==> src/hdl/scrgb_pkg.sv <==
package scrgb_pkg;

    localparam int DATA_W    = 32;
    localparam int CFG_IDX_W = 2;

    // configuration register indexes
    localparam logic [CFG_IDX_W-1:0] CFG_RANGE_LOW  = 2'd0;
    localparam logic [CFG_IDX_W-1:0] CFG_RANGE_HIGH = 2'd1;

    // control bits that travel with every item
    typedef struct packed {
        logic valid;
        logic has;
    } t_ctl;

endpackage

==> src/hdl/scrgb_div.sv <==
module scrgb_div import scrgb_pkg::*; #(
    parameter int FRAC_BITS = 16
) (
    input  logic                i_clk,
    input  logic                i_rst_n,
    input  t_ctl                i_ctl,
    input  logic [DATA_W-1:0]   i_num,
    input  logic [DATA_W-1:0]   i_den,
    output t_ctl                o_ctl,
    output logic [FRAC_BITS:0]  o_q
);

    localparam int NS = FRAC_BITS + 1;
    localparam logic [FRAC_BITS:0] ONE = {1'b1, {FRAC_BITS{1'b0}}};

    t_ctl               r_ctl [NS];
    logic [DATA_W-1:0]  r_rem [NS];
    logic [DATA_W-1:0]  r_den [NS];
    logic [FRAC_BITS:0] r_q   [NS];

    // one quotient bit per stage, most significant first; num <= den so
    // the first stage settles the integer bit
    for (genvar k = 0; k < NS; k++) begin : g_stage
        logic [DATA_W:0]    cand;
        logic [DATA_W:0]    diff;
        logic [DATA_W-1:0]  pden;
        logic [FRAC_BITS:0] pq;
        t_ctl               pctl;
        logic               ge;

        if (k == 0) begin : g_first
            assign cand = {1'b0, i_num};
            assign pden = i_den;
            assign pq   = '0;
            assign pctl = i_ctl;
        end else begin : g_next
            assign cand = {r_rem[k-1], 1'b0};
            assign pden = r_den[k-1];
            assign pq   = r_q[k-1];
            assign pctl = r_ctl[k-1];
        end

        assign ge   = cand >= {1'b0, pden};
        assign diff = cand - {1'b0, pden};

        always_ff @(posedge i_clk) begin
            if (!i_rst_n) begin
                r_ctl[k] <= '0;
            end else begin
                r_ctl[k] <= pctl;
            end
        end

        always_ff @(posedge i_clk) begin
            r_rem[k] <= ge ? diff[DATA_W-1:0] : cand[DATA_W-1:0];
            r_den[k] <= pden;
            r_q[k]   <= {pq[FRAC_BITS-1:0], ge};
        end
    end

    assign o_ctl = r_ctl[NS-1];
    assign o_q   = r_q[NS-1];

    a_rem_below_den: assert property (@(posedge i_clk) disable iff (!i_rst_n)
        r_ctl[0].valid |-> r_rem[0] < r_den[0])
        else $error("divider remainder not below divisor");

    a_q_max: assert property (@(posedge i_clk) disable iff (!i_rst_n)
        r_ctl[NS-1].valid |-> r_q[NS-1] <= ONE)
        else $error("scaled value above one");

endmodule

==> config.mk <==
export PLATFORM = sky130hd
export DESIGN_NAME = scrgb_div
export DESIGN_NICKNAME = d
export VERILOG_FILES = /design/src/hdl/scrgb_pkg.sv /design/src/hdl/scrgb_div.sv
export SDC_FILE = /design/constraint.sdc
export NUM_CORES = 2
export LEC_CHECK = 0
export BUFFER_PORTS_ARGS = -buffer_cell sky130_fd_sc_hd__buf_2
export CAP_MARGIN = 20
export CORE_MARGIN = 2
export CORE_UTILIZATION = 40
export CTS_BUF_LIST = sky130_fd_sc_hd__clkbuf_4
export CTS_CLUSTER_DIAMETER = 30
export CTS_CLUSTER_SIZE = 40
export DETAILED_ROUTE_END_ITERATION = 8
export PLACE_DENSITY = 0.54
export SETUP_SLACK_MARGIN = 0.3
export SYNTH_ARGS = -nofsm -noshare
export SYNTH_HDL_FRONTEND = slang
export SYNTH_SLANG_ARGS = --single-unit
==> constraint.sdc <==
create_clock -name i_clk -period 4.59 [get_ports i_clk]
set_clock_uncertainty 0.15 [all_clocks]
set_input_delay 0.2295 -clock i_clk [delete_from_list [all_inputs] [get_ports i_clk]]
set_output_delay 0.2295 -clock i_clk [all_outputs]
set_load 0.01 [all_outputs]
; ---- After elaboration in Yosys (flattened, before gate mapping)
; Memories as Yosys holds them, arrays and structs flattened.
; Index checks and enable logic that the tools add are counted.
[classes]
add_sub_neg = 17
n_lt_le_gt_ge = 17
muxes = 36
bitwise_logic = 17
[ops]
columns = cell, count
row1 = 32-bit 2-to-1 mux, 17
row2 = 32-bit subtractor, 17
row3 = 33-bit by 32-bit greater-or-equal comparator with 1-bit output, 16
row4 = 2-bit 2-to-1 mux, 17
row5 = 32-bit greater-or-equal comparator, 1
row6 = 1-bit OR, 17
row7 = 1-bit 2-to-1 mux, 2
[word_totals]
register_bits = 0
ramBits = 1411
input_bits = 68
output_inout_bits = 19
wordCells = 91
memories = 4
[memory_table]
columns = memory, depth, word_bits, rd, rd_ports_with_merged_regs, wr, line
row1 = r_den, 17, 32, 16, 0, 17, scrgb_div.sv:18  ; logic [DATA_W-1:0] r_den [NS];
row2 = r_rem, 17, 32, 16, 0, 17, scrgb_div.sv:17  ; logic [DATA_W-1:0] r_rem [NS];
row3 = r_q, 17, 17, 17, 0, 17, scrgb_div.sv:19  ; logic [FRAC_BITS:0] r_q [NS];
row4 = r_ctl, 17, 2, 17, 0, 17, scrgb_div.sv:16  ; t_ctl r_ctl [NS];

; ---- Logic depth before layout (Yosys ltp)
; An unclocked memory read counts as a cell.
[logic_depth]
word_depth = 3
mapped_depth = 14
ltp_nobuf = 13

; ---- Worst setup path before layout
; No wires, ideal clock.
[synth_timing]
path_type = input -> register
start = input port i_num[0]
end = memory r_rem[0][26]
setup_ps = 121
t_arrival_ps = 2927
required_time_ps = 4319
slack_ps = 1393
cell_stages = 13
path_buffers = 0
path_cell_list = inv_1 -> ha_1 -> fa_1 -> nor2b_1 -> o21ai_1 -> a21boi_0 -> o21ai_1 -> a21oi_1 -> a21boi_2 -> o41ai_1 -> a211oi_1 -> xnor2_1 -> mux2_2
[synth_lines]
columns = element, line
row1 = from (decl), scrgb_div.sv:7  ; input logic [DATA_W-1:0] i_num,
row2 = to (decl), scrgb_div.sv:17

==> results.yml <==
critical_path:
  critical_path_required_ns: 5.47
  critPathMaxFanout: 33
  critical_path_buf_inv_count: 6
  cp-end-kind: "flop"
  path_delay_family: "buffers and inverters"
  crit_type: "primary input to flop"
  path_cells: "dlygate4sd3_1, buf_2, dlygate4sd3_1, ha_1, fa_1, nor2b_1, o21ai_1, a21boi_1, o21ai_1, a21oi_1, buf_4, a21oi_1, a21oi_2, o2111ai_1, a21oi_4, buf_12, mux2_2, dlygate4sd3_1"
  startpoint_type: "primary input"
  max_stage_delay_ns: 0.58
  cp_slowest_cell: "dlygate4sd3_1"
  crit_top_cell: "dlygate4sd3_1"
  arrival_ns: 5.10
clock_tree:
  ctsLongestPathBuffers: 4
  ctsHtreeMaxLevel: 5
  cts_sinks: 1211
  clk_pin_slew_ns: 0.08
  root_buffer: "clkbuf_4"
  cts_buffers: 299
  cts_setup_buffers: 0
  clk-insertion-delay-late_ns: 1.23
  cts_tree: "done"
global_routing:
  grt_overflow: 0
  grt_pass1_vias: 46200
  antenna_found_initial: 2
  grt_use_total: 0.195
  grt_pass1_wl_um: 240000
  grt_max_degree: 63
synthesis:
  synth_commonest_cells: "dfxtp_1, inv_1, ha_1, a21oi_1, nand2_1"
  async_reset_ff_frac: 0
  synth_area_leaders: "dfxtp_1, ha_1, inv_1"
  synth.distinct_cells: 106
  seq_area_frac_synth: 0.404
  syn_inst: 6415
  netlist_area_sq_um: 60100
  syn_avg_cell_area_sq_um: 9.36
  synthDominantCellAreaShare: 0.404
  synth_nets: 7042
  synth_top_flop_cell: "dfxtp_1"
  ys_ff_latch: 1211
  synth_top_area_cell: "dfxtp_1"
  synth_most_common_cell: "dfxtp_1"
  yosysWarnings: 0
  synth_edf_count: 0
timing:
  fmax_ghz: 0.237
  worst_pin_slew_ns: 1.00
  fin_crit_sh: 0.920
  slew_violations: 0
  hold_slack_ns: 0.134
  setup_violations: 0
  hold_viol: 0
  rsz0062_at_grt: "false"
  maxSlewHeadroom: 0.331
  layout_min_cycle_time_ns: 4.22
  fin_setup_tns_ns: 0
place:
  io_buffers: 86
  place_hpwl_um: 117000
  gp_congestion: 0.926
routing:
  wl_met1_um: 65000
  drtPass1Iterations: 8
  drcViolationCount: 0
  drtIter0Drc: 2180
  drt-total-wl_um: 151000
  dr.max_layer_used: "met5"
  met3WireLength_um: 5300
  vias_per_cell: 5.05
  met2_length_um: 73200
  vias: 45900
  post_drt_wl_per_cell_um: 16.6
  detail-route-antenna-nets: 0
die:
  start_util: 0.402
  rows: 142
  ios: 87
  coreArea_sq_um: 149000
  dieHeight_um: 392
  dieArea_sq_um: 153000
  die_w_um: 392
pwr:
  powerDensity_nw_per_um2: 796
  leakagePower_nw: 32.5
  p_clk_frac: 0.201
  swShare: 0.392
  seqPwrFrac: 0.289
  internal_power_w: 0.0336
  combPwrFrac: 0.509
  p_sw_w: 0.0216
  power.ir.vdd_worst_mv: 0.308
layout:
  nets: 7490
  drive_above_1_share: 0.138
  areaGrowthSynthToFinish_pct: 15.5
  num-fill-cells: 14300
flow_run:
  cap_viol_max_count: 0
status:
  status: "complete, no violations"
hold_path:
  min_path_type: "flop to flop"
## power groups by stage
stage | sequential [W] | clock [W] | combinational [W]
CTS | 0.0161 | 0.0116 | 0.0281
detailed placement | 0.0163 | 0 | 0.0277
global route | 0.0163 | 0.0121 | 0.0313
floorplan | 0.0153 | 0 | 0.0224
global placement | 0.0163 | 0 | 0.0275
finish | 0.0160 | 0.0111 | 0.0282
## layer usage
layer  global-route usage  vias up
li1                     -    23400
met1                0.225    21200
met2                0.344      972
met3               0.0319      382
met4                0.107        2
met5                    0        -
## registers in the layout, summed over array words and instances (netlist names)
register,cells
r_rem,512
r_q,153
r_den,512
r_ctl,34
## path summary, 6_finish.rpt
| kind | from | endpoint | slack [ns] | cells after the start |
|---|---|---|---|---|
| setup / recovery | i_den[0] | r_rem[0][14] | 0.37 | 18 |
| hold / removal | r_den[0][137] | r_den[0][169] | 0.13 | 0 |
| setup reg to reg | r_den[0][302] | r_rem[0][333] | 0.57 | 13 |
| hold reg to reg | r_den[0][137] | r_den[0][169] | 0.13 | 0 |
## final cells by class
cell class	instances	area (sq um)	area share
inverters	686	2570	0.0371
clock buffers	327	2450	0.0354
well taps	2016	2520	0.0363
clock inverters	190	2310	0.0332
multi-input cells	4349	32500	0.469
diodes	8	20.0	0.000288
flip-flops and latches	1211	24200	0.349
repair buffers	316	2760	0.0398
## metrics by stage
| stage | power, W | std cells | util | instance area, sq um | worst slack (ns) |
|---|---|---|---|---|---|
| final | 0.0553 | 9103 | 0.464 | 69400 | 0.368 |
| after floorplan | 0.0376 | 6415 | - | 60100 | 1.39 |
| after CTS | 0.0557 | 9094 | 0.464 | 69400 | 0.344 |
| after detailed placement | 0.0439 | 8380 | 0.419 | 62600 | 0.600 |
| after global routing | 0.0597 | 9102 | 0.464 | 69400 | 0.333 |
| after global placement | 0.0438 | 8380 | 0.419 | 62600 | 0.640 |
## logic make-up (layout without fill, tap and decap cells)
| group | Yosys count | after routing | synth area share |
|---|---|---|---|
| DFF | 1211 | 1211 | 0.404 |
| muxes | 313 | 313 | 0.0662 |
| other | 0 | 8 | 0 |
| and+or+nand+nor | 1367 | 1367 | 0.112 |
| AOI/OAI and AO/OA | 1687 | 1688 | 0.181 |
| xor gates and xnor gates | 422 | 422 | 0.0615 |
| buffers and inverters | 856 | 1519 | 0.0570 |
| adders and majority gates | 559 | 559 | 0.118 |
## cell usage in the layout, fill, tap and decap left out, types with 197 or more instances in the layout
cell	instances
clkbuf_4	327
xnor2_1	269
o21ai_0	371
a21oi_1	485
nor2_1	307
ha_1	543
inv_1	685
dfxtp_1	1211
dlygate4sd3_1	197
a21o_1	303
nand2_1	388
## repair_timing
item / in CTS / in global routing
endpoints found under the hold margin: 99 / 0
setup endpoints to repair: 0 / 33
resized for setup: 0 / 7
hold buffers: 197 / 0
Note: power is estimated with default switching activity, not from simulation.
