`config.mk`:
```
export PLATFORM = sky130hd
export DESIGN_NAME = scrgb_prep
export DESIGN_NICKNAME = d
export VERILOG_FILES = /design/src/hdl/scrgb_pkg.sv /design/src/hdl/scrgb_prep.sv
export SDC_FILE = /design/constraint.sdc
export NUM_CORES = 1
export LEC_CHECK = 0
export ABC_AREA = 1
export BUFFER_PORTS_ARGS = -buffer_cell sky130_fd_sc_hd__clkbuf_2
export CAP_MARGIN = 20
export CORE_MARGIN = 2
export CORE_UTILIZATION = 45
export DETAILED_ROUTE_END_ITERATION = 8
export GPL_TIMING_DRIVEN = 0
export PLACE_DENSITY_LB_ADDON = 0.05
export SETUP_SLACK_MARGIN = 0.05
export SLEW_MARGIN = 0
export SYNTH_ARGS = -nofsm -noshare
export SYNTH_HDL_FRONTEND = slang
export SYNTH_SLANG_ARGS = --single-unit
export TNS_END_PERCENT = 10
```
`constraint.sdc`:
```
create_clock -name i_clk -period 4.5 [get_ports i_clk]
set_clock_uncertainty 0.15 [all_clocks]
set_input_delay 0.45 -clock i_clk [delete_from_list [all_inputs] [get_ports i_clk]]
set_output_delay 0.45 -clock i_clk [all_outputs]
set_load 0.05 [all_outputs]
```
`src/hdl/scrgb_pkg.sv`:
```
package scrgb_pkg;

    localparam int DATA_W    = 32;
    localparam int CFG_IDX_W = 2;

    // configuration register indexes
    localparam logic [CFG_IDX_W-1:0] CFG_RANGE_LOW  = 2'd0;
    localparam logic [CFG_IDX_W-1:0] CFG_RANGE_HIGH = 2'd1;

    // control bits that travel with every item
    typedef struct packed {
        logic valid;
        logic has;
    } t_ctl;

endpackage

```
`src/hdl/scrgb_prep.sv`:
```
module scrgb_prep import scrgb_pkg::*; (
    input  logic                     i_clk,
    input  logic                     i_rst_n,
    input  t_ctl                     i_ctl,
    input  logic signed [DATA_W-1:0] i_x,
    input  logic signed [DATA_W-1:0] i_lo,
    input  logic signed [DATA_W-1:0] i_hi,
    output t_ctl                     o_ctl,
    output logic [DATA_W-1:0]        o_num,
    output logic [DATA_W-1:0]        o_den
);

    t_ctl                     r1_ctl;
    logic signed [DATA_W-1:0] r1_x;
    logic signed [DATA_W-1:0] r1_lo;
    logic signed [DATA_W-1:0] r1_hi;
    logic                     r1_gt;
    logic                     r1_lt;
    logic                     r1_empty;
    logic [DATA_W-1:0]        r1_den;

    t_ctl                     r2_ctl;
    logic [DATA_W-1:0]        r2_num;
    logic [DATA_W-1:0]        r2_den;

    logic signed [DATA_W-1:0] xcl;
    logic [DATA_W-1:0]        n_num;
    logic [DATA_W-1:0]        n_den;

    // stage 1: range compares and span
    always_ff @(posedge i_clk) begin
        if (!i_rst_n) begin
            r1_ctl <= '0;
        end else begin
            r1_ctl <= i_ctl;
        end
    end

    always_ff @(posedge i_clk) begin
        r1_x     <= i_x;
        r1_lo    <= i_lo;
        r1_hi    <= i_hi;
        r1_gt    <= i_x > i_hi;
        r1_lt    <= i_x < i_lo;
        r1_empty <= i_hi <= i_lo;
        r1_den   <= DATA_W'(i_hi - i_lo);
    end

    // stage 2: clamp and offset; an empty range divides zero by one
    always_comb begin
        if (r1_gt) begin
            xcl = r1_hi;
        end else if (r1_lt) begin
            xcl = r1_lo;
        end else begin
            xcl = r1_x;
        end
        n_num = r1_empty ? '0 : DATA_W'(xcl - r1_lo);
        n_den = r1_empty ? DATA_W'(1) : r1_den;
    end

    always_ff @(posedge i_clk) begin
        if (!i_rst_n) begin
            r2_ctl <= '0;
        end else begin
            r2_ctl <= r1_ctl;
        end
    end

    always_ff @(posedge i_clk) begin
        r2_num <= n_num;
        r2_den <= n_den;
    end

    assign o_ctl = r2_ctl;
    assign o_num = r2_num;
    assign o_den = r2_den;

endmodule

```
# Word-level counts from Yosys, hierarchy flattened
# Index checks and enable logic that the tools add are counted.
[totals] elab_cells=20 inputBits=100 reg_bits=199
[op_classes] magnitude_cmp=3 addsub=2 mux=2
[ops] cell="$mux W32" n=2
[ops] cell="$sub A32 B32 Y32" n=2
[ops] cell="$gt A32 B32 Y1" n=1
[ops] cell="$le A32 B32 Y1" n=1
[ops] cell="$lt A32 B32 Y1" n=1

# Logic depth before layout (Yosys ltp)
[logic_depth] word_depth=3 ltp_mapped=18 mapped_depth_nobuf=16

# Worst setup path before layout
# Ideal clock, no wire load.
[synth_path] path_kind="register -> register" start="register r1_lt" end="register r2_num[28], in the netlist o_num[28]" path_stages_with_launch=17 required_ns=4.235 arrival_ns=2.395 setup_slack_ns=1.840 synth_period_minus_slack_ns=2.660 path_cell_list="dfxtp_1 > buf_2 > inv_1 > clkbuf_1 > nand2_1 > nand3_1 > o21ai_0 > ha_1 > fa_1 > o21ai_2 > nand2_1 > nand2_2 > nand2_1 > nand2_2 > nand2_1 > a21oi_1 > nor2_1"
[synth_between] elab_chain_cells=3
[synth_lines] element="from (decl)" line="scrgb_prep.sv:18" rtl="logic r1_lt;"
[synth_lines] element="from (signal assigned)" line="scrgb_prep.sv:44" rtl="r1_lt <= i_x < i_lo;"
[synth_lines] element="$mux W32" line="scrgb_prep.sv:53" rtl="end else if (r1_lt) begin"
[synth_lines] element="$mux W32" line="scrgb_prep.sv:51" rtl="if (r1_gt) begin"
[synth_lines] element="$sub A32 B32 Y32" line="scrgb_prep.sv:58" rtl="n_num = r1_empty ? '0 : DATA_W'(xcl - r1_lo);"
[synth_lines] element="to (signal assigned)" line="scrgb_prep.sv:71" rtl="r2_num <= n_num;"
[synth_lines] element="to (decl)" line="scrgb_prep.sv:23" rtl="logic [DATA_W-1:0] r2_num;"
# No other way between the ends.
# A chain may end at the register's enable or synchronous reset.

# Worst setup path in the final report
[layout_path] start="register r1_lt" end="register r2_num[30], in the netlist o_num[30]"
# The elaborated chain is that of the path after synthesis.

==> results.yml <==
yosys:
  seq_area_frac_synth_pct: 36.8
  synth_seq_cells: 199
  synth_edf_count: 0
  synth_ff_type: "dfxtp_1"
  synth-adder-area-share_pct: 14.9
  synth.area.mux_share_pct: 0
  syn_inst: 1530
  synthArstFlopShare_pct: 0
  synth-compound-area-share_pct: 14.0
  synthXorXnorAreaFrac_pct: 1.70
  synth-simple-area-share_pct: 23.4
  synth_warnings: 0
  avgSynthCellArea_um2: 7.08
  syn_area_um2: 10800
  syn-num-nets: 1758
  synth_top_family_by_area: "simple AND/OR/NAND/NOR gates"
  ys_types: 33
clock_tree:
  cts_tree: "yes"
  root_buffer: "clkbuf_16"
  cts_setup_buffers: 0
  numCtsBuffers: 17
  insertion_delay_ps: 440
  htree_num_levels: 4
  cts.path.max_buffers: 2
  clkSinkCount: 199
  clkTransAtPathRegs_ps: 80
global_route:
  grt_pass1_wl_um: 50300
  grt_busiest_layer: "met2"
  gr-usage-met3_pct: 2.92
  grt.total_usage_pct: 25.3
  antenna_found_initial: 2
  use_met1_pct: 33.3
  grt_max_degree: 22
  grt_pass1_vias: 9821
  overflow: 0
  gr-usage-met2_pct: 42.5
power_and_ir_drop:
  p_leak_uw: 0.00698
  power.density_nw_per_um2: 454
  ir_worst_vdd_mv: 0.274
routing:
  via_per_inst: 4.80
  drtIter0Drc: 522
  dr.pass1.iters: 4
  ant_nets: 0
  totalWireLength_um: 32000
  drc: 0
  num_vias: 10000
  detail_route.wl_per_cell_um: 15.3
layout:
  final_common_cell: "nand2_1"
  drive_above_1_share_pct: 12.4
  fin_nets: 1986
  fin_util_pct: 55.7
  fin_area_um2: 13100
  area_delta_synth_final_pct: 21.0
  layout_common_cells: "358 x nand2_1, 242 x inv_1, 199 x dfxtp_1"
  nFillCells: 2401
setup_path:
  critPathSlowestCell: "fa_1"
  crit_type: "flop to flop"
  ff2ff_setup_slack_ps: 1270
  endpoint_kind: "flop"
  crit_path_max_incr_delay_ps: 450
  critPathMaxFanout: 10
  r2r-start: "r1_lt$_DFF_P_"
  startpoint_type: "flop"
  worstPathRequired_ps: 4690
  cpMostUsedCell: "nand2_1"
  cp_data_arrival_time_ps: 3420
  crit_chain: "buf_2, inv_1, clkbuf_1, nand2_1, nand3_1, o21ai_0, ha_1, fa_1, o21ai_2, nand2_1, nand2_2, nand2_1, nand2_2, nand2_1, a21oi_1, nor2_1"
  crit_path_start: "r1_lt$_DFF_P_"
  regToRegEndpoint: "o_num[30]$_SDFF_PP0_"
  reg2regPathDepth: 16
sta:
  fin_crit_ps: 3230
  finalCritPeriodShare_pct: 71.7
  relSlewSlack_pct: 44.9
  holdWs_ps: 19.2
  setup_viol: 0
  tns_ps: 0
  max_freq_mhz: 310
  rsz0062_at_grt: "no"
  hold_violations: 0
  tightest_slew_ps: 826
  maxSlewViolCount: 0
  setup_slack_ps: 1270
place:
  dpl.hpwl_um: 26300
  dpl_cell_area_um2: 12100
  port_buffers: 165
  dp_slack_ps: 1290
  gp_congestion: 0.965
floorplanning:
  initial_core_util_pct: 46.0
  die_w_um: 159
  dieArea_um2: 25300
  fp-row-count: 56
  io-pin-count: 166
  core_area_um2: 23500
  die_y_um: 159
min_path:
  hold_path.class: "primary input to flop"
  hold_start: "i_lo[12]"
  min_path_cells: 1
  min_to: "r1_lo[12]$_DFF_P_"
outcome:
  status: "completed"
job:
  cap_violations: 0
worst max-delay path, delay by kind of cell, from the launching register on:
kind / cells / cell delay (ps)
adder cells (fa/ha/maj): 2 / 730
buffers and inverters: 3 / 670
AO/OA/AOI/OAI: 3 / 550
flip-flops: 1 / 300
AND/OR/NAND/NOR: 8 / 720
area by class of cell:
cell class | instances | area, um2 | area share [%]
Buffer | 19 | 81.3 | 0.621
Multi-Input combinational cell | 1069 | 5850 | 44.6
Antenna cell | 1 | 2.50 | 0.0191
Sequential cell | 199 | 3980 | 30.4
Timing Repair Buffer | 209 | 1270 | 9.66
Clock buffer | 17 | 425 | 3.25
Tap cell | 319 | 399 | 3.05
Inverter | 243 | 912 | 6.96
Clock inverter | 15 | 184 | 1.40
flip-flops by register name (all words and copies together) (netlist names):
register and count:
r1_lt 1, o_ctl 2, r1_lo 32, r1_empty 1, o_den 32, r1_hi 32, r1_gt 1, r1_den 32
o_num 32, r1_x 32, r1_ctl 2
worst max path at each step:
| stage | to | slack [ps] | cells after the start |
|---|---|---|---|
| 6_report | o_num[30]$_SDFF_PP0_ | 1270 | 16 |
| 4_1_cts | o_num[30]$_SDFF_PP0_ | 1270 | 16 |
| 3_5_place_dp | o_num[30]$_SDFF_PP0_ | 1290 | 16 |
| 3_3_place_gp | o_num[26]$_SDFF_PP0_ | 1270 | 16 |
| 5_1_grt | o_num[30]$_SDFF_PP0_ | 960 | 16 |
| 2_1_floorplan | o_num[28]$_SDFF_PP0_ | 1840 | 16 |
through the flow:
step	instances	total power (uW)
floorplan	1530	3800
global placement	2014	4380
detailed placement	2014	4390
CTS	2090	5990
global route	2091	6310
finish	2091	5950
where the power goes:
part	leakage, uW	total [uW]	internal (uW)	switching [uW]
clock	0.000291	1550	753	801
sequential	0.00167	2110	2030	75.5
combinational	0.00502	2290	642	1640
logic make-up (layout without fill, tap and decap cells):
kind of cell | count (synthesis) | in the layout
and+or+nand+nor | 636 | 636
AOI/OAI and AO/OA | 284 | 284
buffers and inverters | 262 | 503
DFF | 199 | 199
adders and majority gates | 128 | 128
xor gates and xnor gates | 21 | 21
other | 0 | 1
cell usage after synthesis (2+ instances only):
master	instances	area, um2
inv_1	242	908
o21bai_1	4	30.0
a21oi_1	185	926
nand2_2	9	56.3
nand2_1	358	1340
o21a_1	10	75.1
o21ai_2	5	43.8
ha_1	126	1580
a31oi_1	2	12.5
buf_2	2	10.0
o21ai_0	63	315
o21ai_1	3	15.0
a21oi_2	2	17.5
nand3b_1	2	15.0
fa_1	2	40.0
nor2_1	194	728
dfxtp_1	199	3980
xnor2_1	2	17.5
clkbuf_1	15	56.3
xor2_1	19	166
nor3_1	15	75.1
nor4_1	2	12.5
nand3_1	40	200
o211ai_1	3	22.5
a21o_1	6	45.0
nand4_1	13	81.3
routing by layer:
| layer | wire length [um] | vias up |
|---|---|---|
| li1 | - | 5368 |
| met5 | 0 | - |
| met4 | 855 | 0 |
| met3 | 1290 | 53 |
| met2 | 14800 | 253 |
| met1 | 15000 | 4360 |
repair_timing:
item | in CTS | in global routing
endpoints found under the hold margin | 44 | 0
hold buffers | 44 | 0
resized for setup | 0 | 0
Power figures use the tool's default switching activity.
