### src/hdl/scrgb_pkg.sv
package scrgb_pkg;

    localparam int DATA_W    = 32;
    localparam int CFG_IDX_W = 2;

    // configuration register indexes
    localparam logic [CFG_IDX_W-1:0] CFG_RANGE_LOW  = 2'd0;
    localparam logic [CFG_IDX_W-1:0] CFG_RANGE_HIGH = 2'd1;

    // control bits that travel with every item
    typedef struct packed {
        logic valid;
        logic has;
    } t_ctl;

endpackage

### src/hdl/scrgb_color.sv
module scrgb_color import scrgb_pkg::*; #(
    parameter int FRAC_BITS = 16
) (
    input  logic               i_clk,
    input  logic               i_rst_n,
    input  t_ctl               i_ctl,
    input  logic [FRAC_BITS:0] i_q,
    output logic               o_valid,
    output logic [7:0]         o_red,
    output logic [7:0]         o_green,
    output logic [7:0]         o_blue
);

    localparam int F   = FRAC_BITS;
    localparam int VW  = F + 1;     // fraction 0..ONE
    localparam int TW  = F + 6;     // 62*w
    localparam int HPW = F + 3;     // hue/60
    localparam int UW  = F + 3;     // 7*w^4
    localparam int HUE_DIV = 15;    // 248/60 reduced to 62/15
    localparam int LIT_DIV = 25;    // 28/100 reduced to 7/25
    localparam logic [VW-1:0]  ONE  = {1'b1, {F{1'b0}}};
    localparam logic [F-1:0]   HALF = {1'b1, {(F-1){1'b0}}};
    localparam logic [HPW-1:0] HUE_RECIP = HPW'((64'd1 << TW) / HUE_DIV);
    localparam logic [F-1:0]   LIT_RECIP = F'((64'd1 << UW) / LIT_DIV);
    localparam logic [HPW-1:0] HP_LIMIT  = HPW'(5) << F;

    localparam logic [2:0] SEC_RY = 3'd0;
    localparam logic [2:0] SEC_YG = 3'd1;
    localparam logic [2:0] SEC_GC = 3'd2;
    localparam logic [2:0] SEC_CB = 3'd3;
    localparam logic [2:0] SEC_BM = 3'd4;
    localparam logic [2:0] SEC_MR = 3'd5;

    function automatic logic [7:0] to_byte(input logic [VW-1:0] comp);
        logic [F+8:0] p;
        logic [8:0]   b;
        p = {comp, 8'b0} - (F+9)'(comp);
        b = p[F+8:F];
        return (b > 9'd255) ? 8'd255 : b[7:0];
    endfunction

    t_ctl               r3_ctl, r4_ctl, r5_ctl, r6_ctl, r7_ctl, r8_ctl;
    logic               r9_vld;
    logic [VW-1:0]      r3_w;
    logic [TW-1:0]      r4_t;
    logic [TW+HPW-1:0]  r4_prodh;
    logic [VW-1:0]      r4_w2;
    logic [HPW-1:0]     r5_hp;
    logic [VW-1:0]      r5_w4;
    logic [UW-1:0]      r6_u;
    logic [UW+F-1:0]    r6_prodl;
    logic [VW-1:0]      r6_onem;
    logic [2:0]         r6_sec;
    logic [VW-1:0]      r7_c;
    logic [VW-1:0]      r7_onem;
    logic [2:0]         r7_sec;
    logic [VW-1:0]      r8_c;
    logic [VW-1:0]      r8_xc;
    logic [2:0]         r8_sec;
    logic [7:0]         r_red, r_green, r_blue;

    logic [F+6:0]       t_full;
    logic [2*F+1:0]     sq1, sq2, xprod;
    logic [HPW-1:0]     hq;
    logic [F+6:0]       hr;
    logic [F+3:0]       u_full;
    logic [VW-1:0]      f, tdist;
    logic [F-1:0]       lq, lqc, lit;
    logic [UW-1:0]      l25, lr;
    logic [VW-1:0]      cr, cg, cb;

    always_ff @(posedge i_clk) begin
        if (!i_rst_n) begin
            r3_ctl <= '0;
            r4_ctl <= '0;
            r5_ctl <= '0;
            r6_ctl <= '0;
            r7_ctl <= '0;
            r8_ctl <= '0;
            r9_vld <= 1'b0;
        end else begin
            r3_ctl <= i_ctl;
            r4_ctl <= r3_ctl;
            r5_ctl <= r4_ctl;
            r6_ctl <= r5_ctl;
            r7_ctl <= r6_ctl;
            r8_ctl <= r7_ctl;
            r9_vld <= r8_ctl.valid;
        end
    end

    always_comb begin
        // hue: 62*w then reciprocal of 15 with one correction step
        t_full = {r3_w, 6'b0} - (F+7)'({r3_w, 1'b0});
        sq1    = r3_w * r3_w;
        hq     = r4_prodh[TW +: HPW];
        hr     = (F+7)'(r4_t) - ({hq, 4'b0} - (F+7)'(hq));
        sq2    = r4_w2 * r4_w2;
        // lightness: 7*w^4 then reciprocal of 25 with one correction step
        u_full = {r5_w4, 3'b0} - (F+4)'(r5_w4);
        f      = r5_hp[F:0];
        tdist  = (f >= ONE) ? f - ONE : ONE - f;
        lq     = r6_prodl[UW +: F];
        l25    = UW'({lq, 4'b0}) + UW'({lq, 3'b0}) + UW'(lq);
        lr     = r6_u - l25;
        lqc    = lq + {{(F-1){1'b0}}, (lr >= UW'(LIT_DIV))};
        lit    = HALF - lqc;
        xprod  = r7_c * r7_onem;
        // six-sector select; L <= 1/2 so the offset is zero
        case (r8_sec)
            SEC_RY:  begin cr = r8_c;  cg = r8_xc; cb = '0;    end
            SEC_YG:  begin cr = r8_xc; cg = r8_c;  cb = '0;    end
            SEC_GC:  begin cr = '0;    cg = r8_c;  cb = r8_xc; end
            SEC_CB:  begin cr = '0;    cg = r8_xc; cb = r8_c;  end
            SEC_BM:  begin cr = r8_xc; cg = '0;    cb = r8_c;  end
            SEC_MR:  begin cr = r8_c;  cg = '0;    cb = r8_xc; end
            default: begin cr = '0;    cg = '0;    cb = '0;    end
        endcase
    end

    always_ff @(posedge i_clk) begin
        r3_w     <= ONE - i_q;
        r4_t     <= t_full[TW-1:0];
        r4_prodh <= t_full[TW-1:0] * HUE_RECIP;
        r4_w2    <= sq1[2*F:F];
        r5_hp    <= hq + {{(HPW-1){1'b0}}, (hr >= (F+7)'(HUE_DIV))};
        r5_w4    <= sq2[2*F:F];
        r6_u     <= u_full[UW-1:0];
        r6_prodl <= u_full[UW-1:0] * LIT_RECIP;
        r6_onem  <= ONE - tdist;
        r6_sec   <= r5_hp[HPW-1:F];
        r7_c     <= {lit, 1'b0};
        r7_onem  <= r6_onem;
        r7_sec   <= r6_sec;
        r8_c     <= r7_c;
        r8_xc    <= xprod[2*F:F];
        r8_sec   <= r7_sec;
        r_red    <= r8_ctl.has ? to_byte(cr) : 8'd0;
        r_green  <= r8_ctl.has ? to_byte(cg) : 8'd0;
        r_blue   <= r8_ctl.has ? to_byte(cb) : 8'd0;
    end

    assign o_valid = r9_vld;
    assign o_red   = r_red;
    assign o_green = r_green;
    assign o_blue  = r_blue;

    a_sector: assert property (@(posedge i_clk) disable iff (!i_rst_n)
        r5_ctl.valid |-> r5_hp < HP_LIMIT)
        else $error("hue sector beyond four");

endmodule

### config.mk
export PLATFORM = sky130hd
export DESIGN_NAME = scrgb_color
export DESIGN_NICKNAME = d
export VERILOG_FILES = /design/src/hdl/scrgb_pkg.sv /design/src/hdl/scrgb_color.sv
export SDC_FILE = /design/constraint.sdc
export NUM_CORES = 2
export LEC_CHECK = 0
export ABC_AREA = 0
export BUFFER_PORTS_ARGS = -buffer_cell sky130_fd_sc_hd__clkbuf_2
export CAP_MARGIN = 15
export CORE_ASPECT_RATIO = 0.6
export CORE_MARGIN = 1
export CORE_UTILIZATION = 34
export CTS_CLUSTER_SIZE = 20
export DETAILED_ROUTE_END_ITERATION = 10
export PLACE_DENSITY = 0.56
export SLEW_MARGIN = 15
export SYNTH_ARGS = -nofsm -noshare
export SYNTH_HDL_FRONTEND = slang
export SYNTH_SLANG_ARGS = --single-unit
### constraint.sdc
create_clock -name i_clk -period 8.7 [get_ports i_clk]
set_clock_uncertainty 0.15 [all_clocks]
set_input_delay 0.435 -clock i_clk [delete_from_list [all_inputs] [get_ports i_clk]]
set_output_delay 0.435 -clock i_clk [all_outputs]
set_load 0.02 [all_outputs]
* Yosys cells after proc, flatten, opt, wreduce, memory -nomap -nowiden *
Index checks and enable logic that the tools add are counted.

word-level totals
  flip-flop bits (word level) = 313
  input bits = 21
  logic and storage cells = 79

cells by class
  add/subtract/negate cells = 17
  multiply operators = 5
  order comparisons = 6
  eq/ne operators = 5
  mux-type cells = 7
  reduce and logical (&&, ||, !) cells = 7

operator list
  operator                                               count
  case mux 17 bit (2 select lines)                       3
  subtractor 25 x 17 -> 25 bit                           3
  multiplier 17 x 17 -> 33 bit                           2
  subtractor 17 bit (first input constant)               3
  multiplier 22 x 17 -> 39 bit (second input constant)   1
  multiplier 19 x 15 -> 34 bit (second input constant)   1
  multiplier 16 x 17 -> 32 bit                           1
  > comparator 9 x 8 -> 1 bit (second input constant)    3
  two-way mux 8 bit                                      3
  >= comparator 23 x 4 -> 1 bit (second input constant)  1
  subtractor 22 x 23 -> 23 bit                           1
  subtractor 23 x 19 -> 23 bit                           1
  subtractor 22 x 18 -> 22 bit                           1
  adder 19 x 1 -> 19 bit                                 1
  adder 19 x 15 -> 19 bit                                1
  adder 19 x 18 -> 19 bit                                1
  >= comparator 19 x 5 -> 1 bit (second input constant)  1
  subtractor 19 x 17 -> 19 bit                           1
  subtractor 19 bit                                      1
  >= comparator 17 bit (second input constant)           1
  two-way mux 17 bit                                     1
  subtractor 17 bit (second input constant)              1
  adder 15 x 1 -> 16 bit                                 1
  subtractor 16 bit (first input constant)               1
  other kinds (5)                                        12

* Depth between registers and ports, before layout *
  depth in word-level cells = 6
  gate-level depth with buffers = 31
  gate-level depth less buffers = 31

* Worst setup path after synthesis *
OpenSTA, ideal clock, no wires.

  path kind = register -> register
  start point = register r5_w4[0]
  end point = register r6_prodl[27]
  data arrival time = 7.170 ns
  required time = 8.429 ns
  slack = 1.258 ns
  stages on the path, launching flop included = 28
  cells stage by stage = dfxtp_1 -> ha_1 -> and3b_1 -> o21a_1 -> o211ai_1 -> a31oi_1 -> a31oi_1 -> o21ai_1 -> o41ai_1 -> o21a_1 -> xnor2_1 -> ha_1 -> fa_1 -> fa_1 -> fa_1 -> fa_1 -> inv_1 -> fa_1 -> inv_1 -> ha_1 -> nand4_1 -> inv_1 -> o211ai_1 -> nand3_1 -> o211ai_1 -> a211oi_1 -> mux2i_1 -> nand2_1

between the ends
  word-level cells in the longest chain between the ends = 2

RTL lines
  item                          line                text
  start: declaration            scrgb_color.sv:49   logic [VW-1:0] r5_w4;
  start signal: assignment      scrgb_color.sv:127  r5_w4 <= sq2[2*F:F];
  subtractor 19 x 17 -> 19 bit  scrgb_color.sv:100  u_full = {r5_w4, 3'b0} - (F+4)'(r5_w4);
  via u_full[18]                scrgb_color.sv:66   logic [F+3:0] u_full;
  multiplier 19 x 15 -> 34 bit  scrgb_color.sv:129  r6_prodl <= u_full[UW-1:0] * LIT_RECIP;
  end signal: assignment        scrgb_color.sv:129
  end: declaration              scrgb_color.sv:51   logic [UW+F-1:0] r6_prodl;

The timed path passes the listed nets, and every way through them passes these cells.
A chain may end at the register's enable or synchronous reset.

* Worst setup path in the final report *
  start point = register r5_w4[2]
  end point = register r6_prodl[32]

The elaborated chain is that of the path after synthesis.

==> flow_summary.yaml <==
run_status:
  status: "completed"
sta:
  maxSlewViolCount: 0
  hold-worst-slack_ps: 171.1
  rsz0062_at_grt: "no"
  max-slew-margin-rel: 0.2260
  fin_crit_ps: 8139
  post-route-period-util: 0.9355
  hold_viol_final: 0
  max_clock_freq_ghz: 0.1229
  timing_worst_slew_pin_value_ps: 1159
  final_critical_path_setup_slack_ps: 560.9
  setup_viol: 0
  fin_setup_tns_ps: 0
layout:
  finalNetCount: 6536
  layout-drive-gt1-share: 0.04406
  n_fill_cell: 13640
  syn2layout_area_growth_pct: 8.576
  layout_commonest_cell: "sky130_fd_sc_hd__inv_1"
  n_antenna_cell: 0
  layout_common_cells: "sky130_fd_sc_hd__inv_1, sky130_fd_sc_hd__fa_1, sky130_fd_sc_hd__ha_1"
synthesis:
  synth_enable_flop_cells: 0
  post-synth-top-area-cell: "sky130_fd_sc_hd__fa_1"
  yosys_register_bits: 273
  summed_instance_area_of_the_synthesized_netlist_um2: 45930
  synth_largest_type_area_fraction: 0.3286
  synth-seq-area-share: 0.1190
  postSynthCellCount: 4993
  ys_dominant_reg_cell: "sky130_fd_sc_hd__dfxtp_1"
  yosysWarningCount: 0
  synth.lib_cells_used.distinct: 100
  synth_nets: 6469
  synth.avg_cell_area_um2: 9.199
  postSynth.asyncResetShare: 0
  synth.top_cells.by_area: "sky130_fd_sc_hd__fa_1, sky130_fd_sc_hd__ha_1, sky130_fd_sc_hd__dfxtp_1"
setup_path:
  setup.worst_path.start_class: "flop"
  timing_worst_setup_path_type: "flop to flop"
  reg2reg_slack_ps: 560
  arrival_ps: 8550
  max_stage_delay_ps: 560
  critical_path_peak_fanout: 6
  regToRegStartpoint: "r5_w4[2]"
  reg2reg_depth: 26
  critical_path.reg2reg.endpoint: "r6_prodl[32]"
  critical-path-top-cell-by-count: "sky130_fd_sc_hd__fa_1"
  worst_path_cell_with_the_longest_stage_delay: "sky130_fd_sc_hd__xor2_1"
  required_ps: 9110
  critical_path.endpoint_type: "flop"
grt:
  grt_start_max_net_pins: 39
  antenna_found_initial: 2
  track_usage: 0.1747
  global_route.overflow_total: 0
  grt_pass1_vias: 33600
  grt_pass1_wl_um: 189700
routing:
  antenna_violating_nets_post_route: 0
  number_of_iterations_in_the_first_detailed_routing_pass: 5
  drt_iter0_drc: 2346
  routed_via_density: 4.732
  routed-via-count: 32580
  detail_route.wirelength_um: 116100
  avgRoutedWirePerCell_um: 16.86
  drc: 0
min_path:
  min-delay-path-class: "flop to flop"
  min_delay_worst_endpoint: "r7_onem[13]"
  hp-start: "r6_onem[13]"
  min_delay_path_depth: 0
placement:
  routabilityCongestion: 0.8809
  place_hpwl_um: 97040
  pre_cts_ws_ps: 674.0
  placement.io_buffers: 45
cts:
  tritoncts: "done"
  cts-root-to-sink-buffers: 3
  post_cts_resized: 0
  clock_sink_count: 273
  numCtsBuffers: 31
  clkLatencyLatePin_ps: 620
  worst_setup_hold_path_clk_slew_ps: 70
  cts-htree-levels: 1
  cts_root_buf: "sky130_fd_sc_hd__clkbuf_16"
floorplan:
  design.die.area_um2: 136600
  dieHeight_um: 286.7
  fp-row-count: 104
  floorplan.die.width_um: 476.5
  coreArea_um2: 134000
  initial_core_util: 0.3427
  num_ports: 46
run:
  drv.max_cap_violation_count: 0
cells by family (layout without fill, tap and decap cells):
family | after synthesis | count (layout) | share of synthesized area
flip-flops | 273 | 273 | 0.1190
AO/OA/AOI/OAI | 532 | 532 | 0.07671
multiplexers | 46 | 46 | 0.01022
XOR/XNOR | 264 | 264 | 0.05132
AND/OR/NAND/NOR | 1113 | 1113 | 0.1154
buffers and inverters | 1310 | 1401 | 0.1077
adder cells (fa/ha/maj) | 1455 | 1455 | 0.5196
layout make-up:
type / instances / area, um2 / share of cell area
clock inverters: 21 / 264.0 / 0.005294
well taps: 1802 / 2255 / 0.04521
flip-flops and latches: 273 / 5466 / 0.1096
clock buffers: 36 / 814.5 / 0.01633
inverters: 1198 / 4497 / 0.09017
repair buffers: 146 / 1056 / 0.02118
multi-input cells: 3410 / 35520 / 0.7122
registers in the layout (all words and copies together), names as in the netlist, 8 cells and up:
| signal | flops |
|---|---|
| r8_c | 16 |
| r7_onem | 17 |
| r5_w4 | 17 |
| r4_prodh | 23 |
| r6_u | 19 |
| o_red | 8 |
| r6_prodl | 15 |
| o_green | 8 |
| r5_hp | 19 |
| r3_w | 17 |
| o_blue | 8 |
| r4_w2 | 17 |
| r4_t | 17 |
| r8_xc | 17 |
| r6_onem | 17 |
| r7_c | 16 |
worst max path at each step:
stage | startpoint | endpoint | slack, ps | cells after the start
floorplan | r5_w4[0] | r6_prodl[27] | 1260 | 27
global placement | r5_w4[3] | r6_prodl[32] | 790 | 28
detailed placement | r5_w4[3] | r6_prodl[32] | 670 | 28
CTS | r5_w4[3] | r6_prodl[32] | 640 | 28
global route | r5_w4[3] | r6_prodl[33] | 70 | 28
finish | r5_w4[2] | r6_prodl[32] | 560 | 26
stage by stage:
stage | cell area (um2) | instances | util
global placement | 48500 | 6800 | 0.3619
finish | 49870 | 6886 | 0.3721
detailed placement | 48500 | 6800 | 0.3619
CTS | 49870 | 6886 | 0.3721
floorplan | 45930 | 4993 | -
global route | 49870 | 6886 | 0.3721
Yosys cell counts, drive strengths merged (6+ instances only):
cell type,instances
nor3,66
a211oi,11
o22ai,9
a221oi,6
xor2,77
ha,701
inv,1193
and2,190
o31a,6
and3,19
o211ai,17
a21oi,169
o22a,11
a41oi,7
o311ai,9
nand3,43
a21o,54
clkbuf,100
a31o,10
or2,11
o21ai,75
nor2b,31
mux2i,42
o21a,34
nand2,462
or3,9
dfxtp,273
a31oi,30
buf,12
fa,754
nand2b,25
o21bai,18
nand4,19
nor4,15
o31ai,10
xnor2,187
o2111ai,6
nor2,195
layer usage:
layer | vias up | GRT usage | wire length (um)
met5 | - | 0 | 0
met3 | 59 | 0.03399 | 8854
met4 | 0 | 0.01456 | 937
li1 | 15700 | - | -
met1 | 16000 | 0.2968 | 65140
met2 | 826 | 0.2243 | 41150
worst max-delay path: cells and delay by family, from the launching register on:
family	cells	cell delay [ps]
adders and majority gates	8	3530
AOI/OAI and AO/OA	11	2660
xor gates and xnor gates	2	690
and+or+nand+nor	3	560
DFF	1	360
buffers and inverters	2	100
repair_timing:
action	4_1_cts	5_1_grt
hold buffers	29	0
buffers inserted	0	0
hold endpoints to repair	29	0
Power is left out: the tool's default activity adds up to more than one toggle a clock period on the data nets, which glitch-free logic cannot reach.
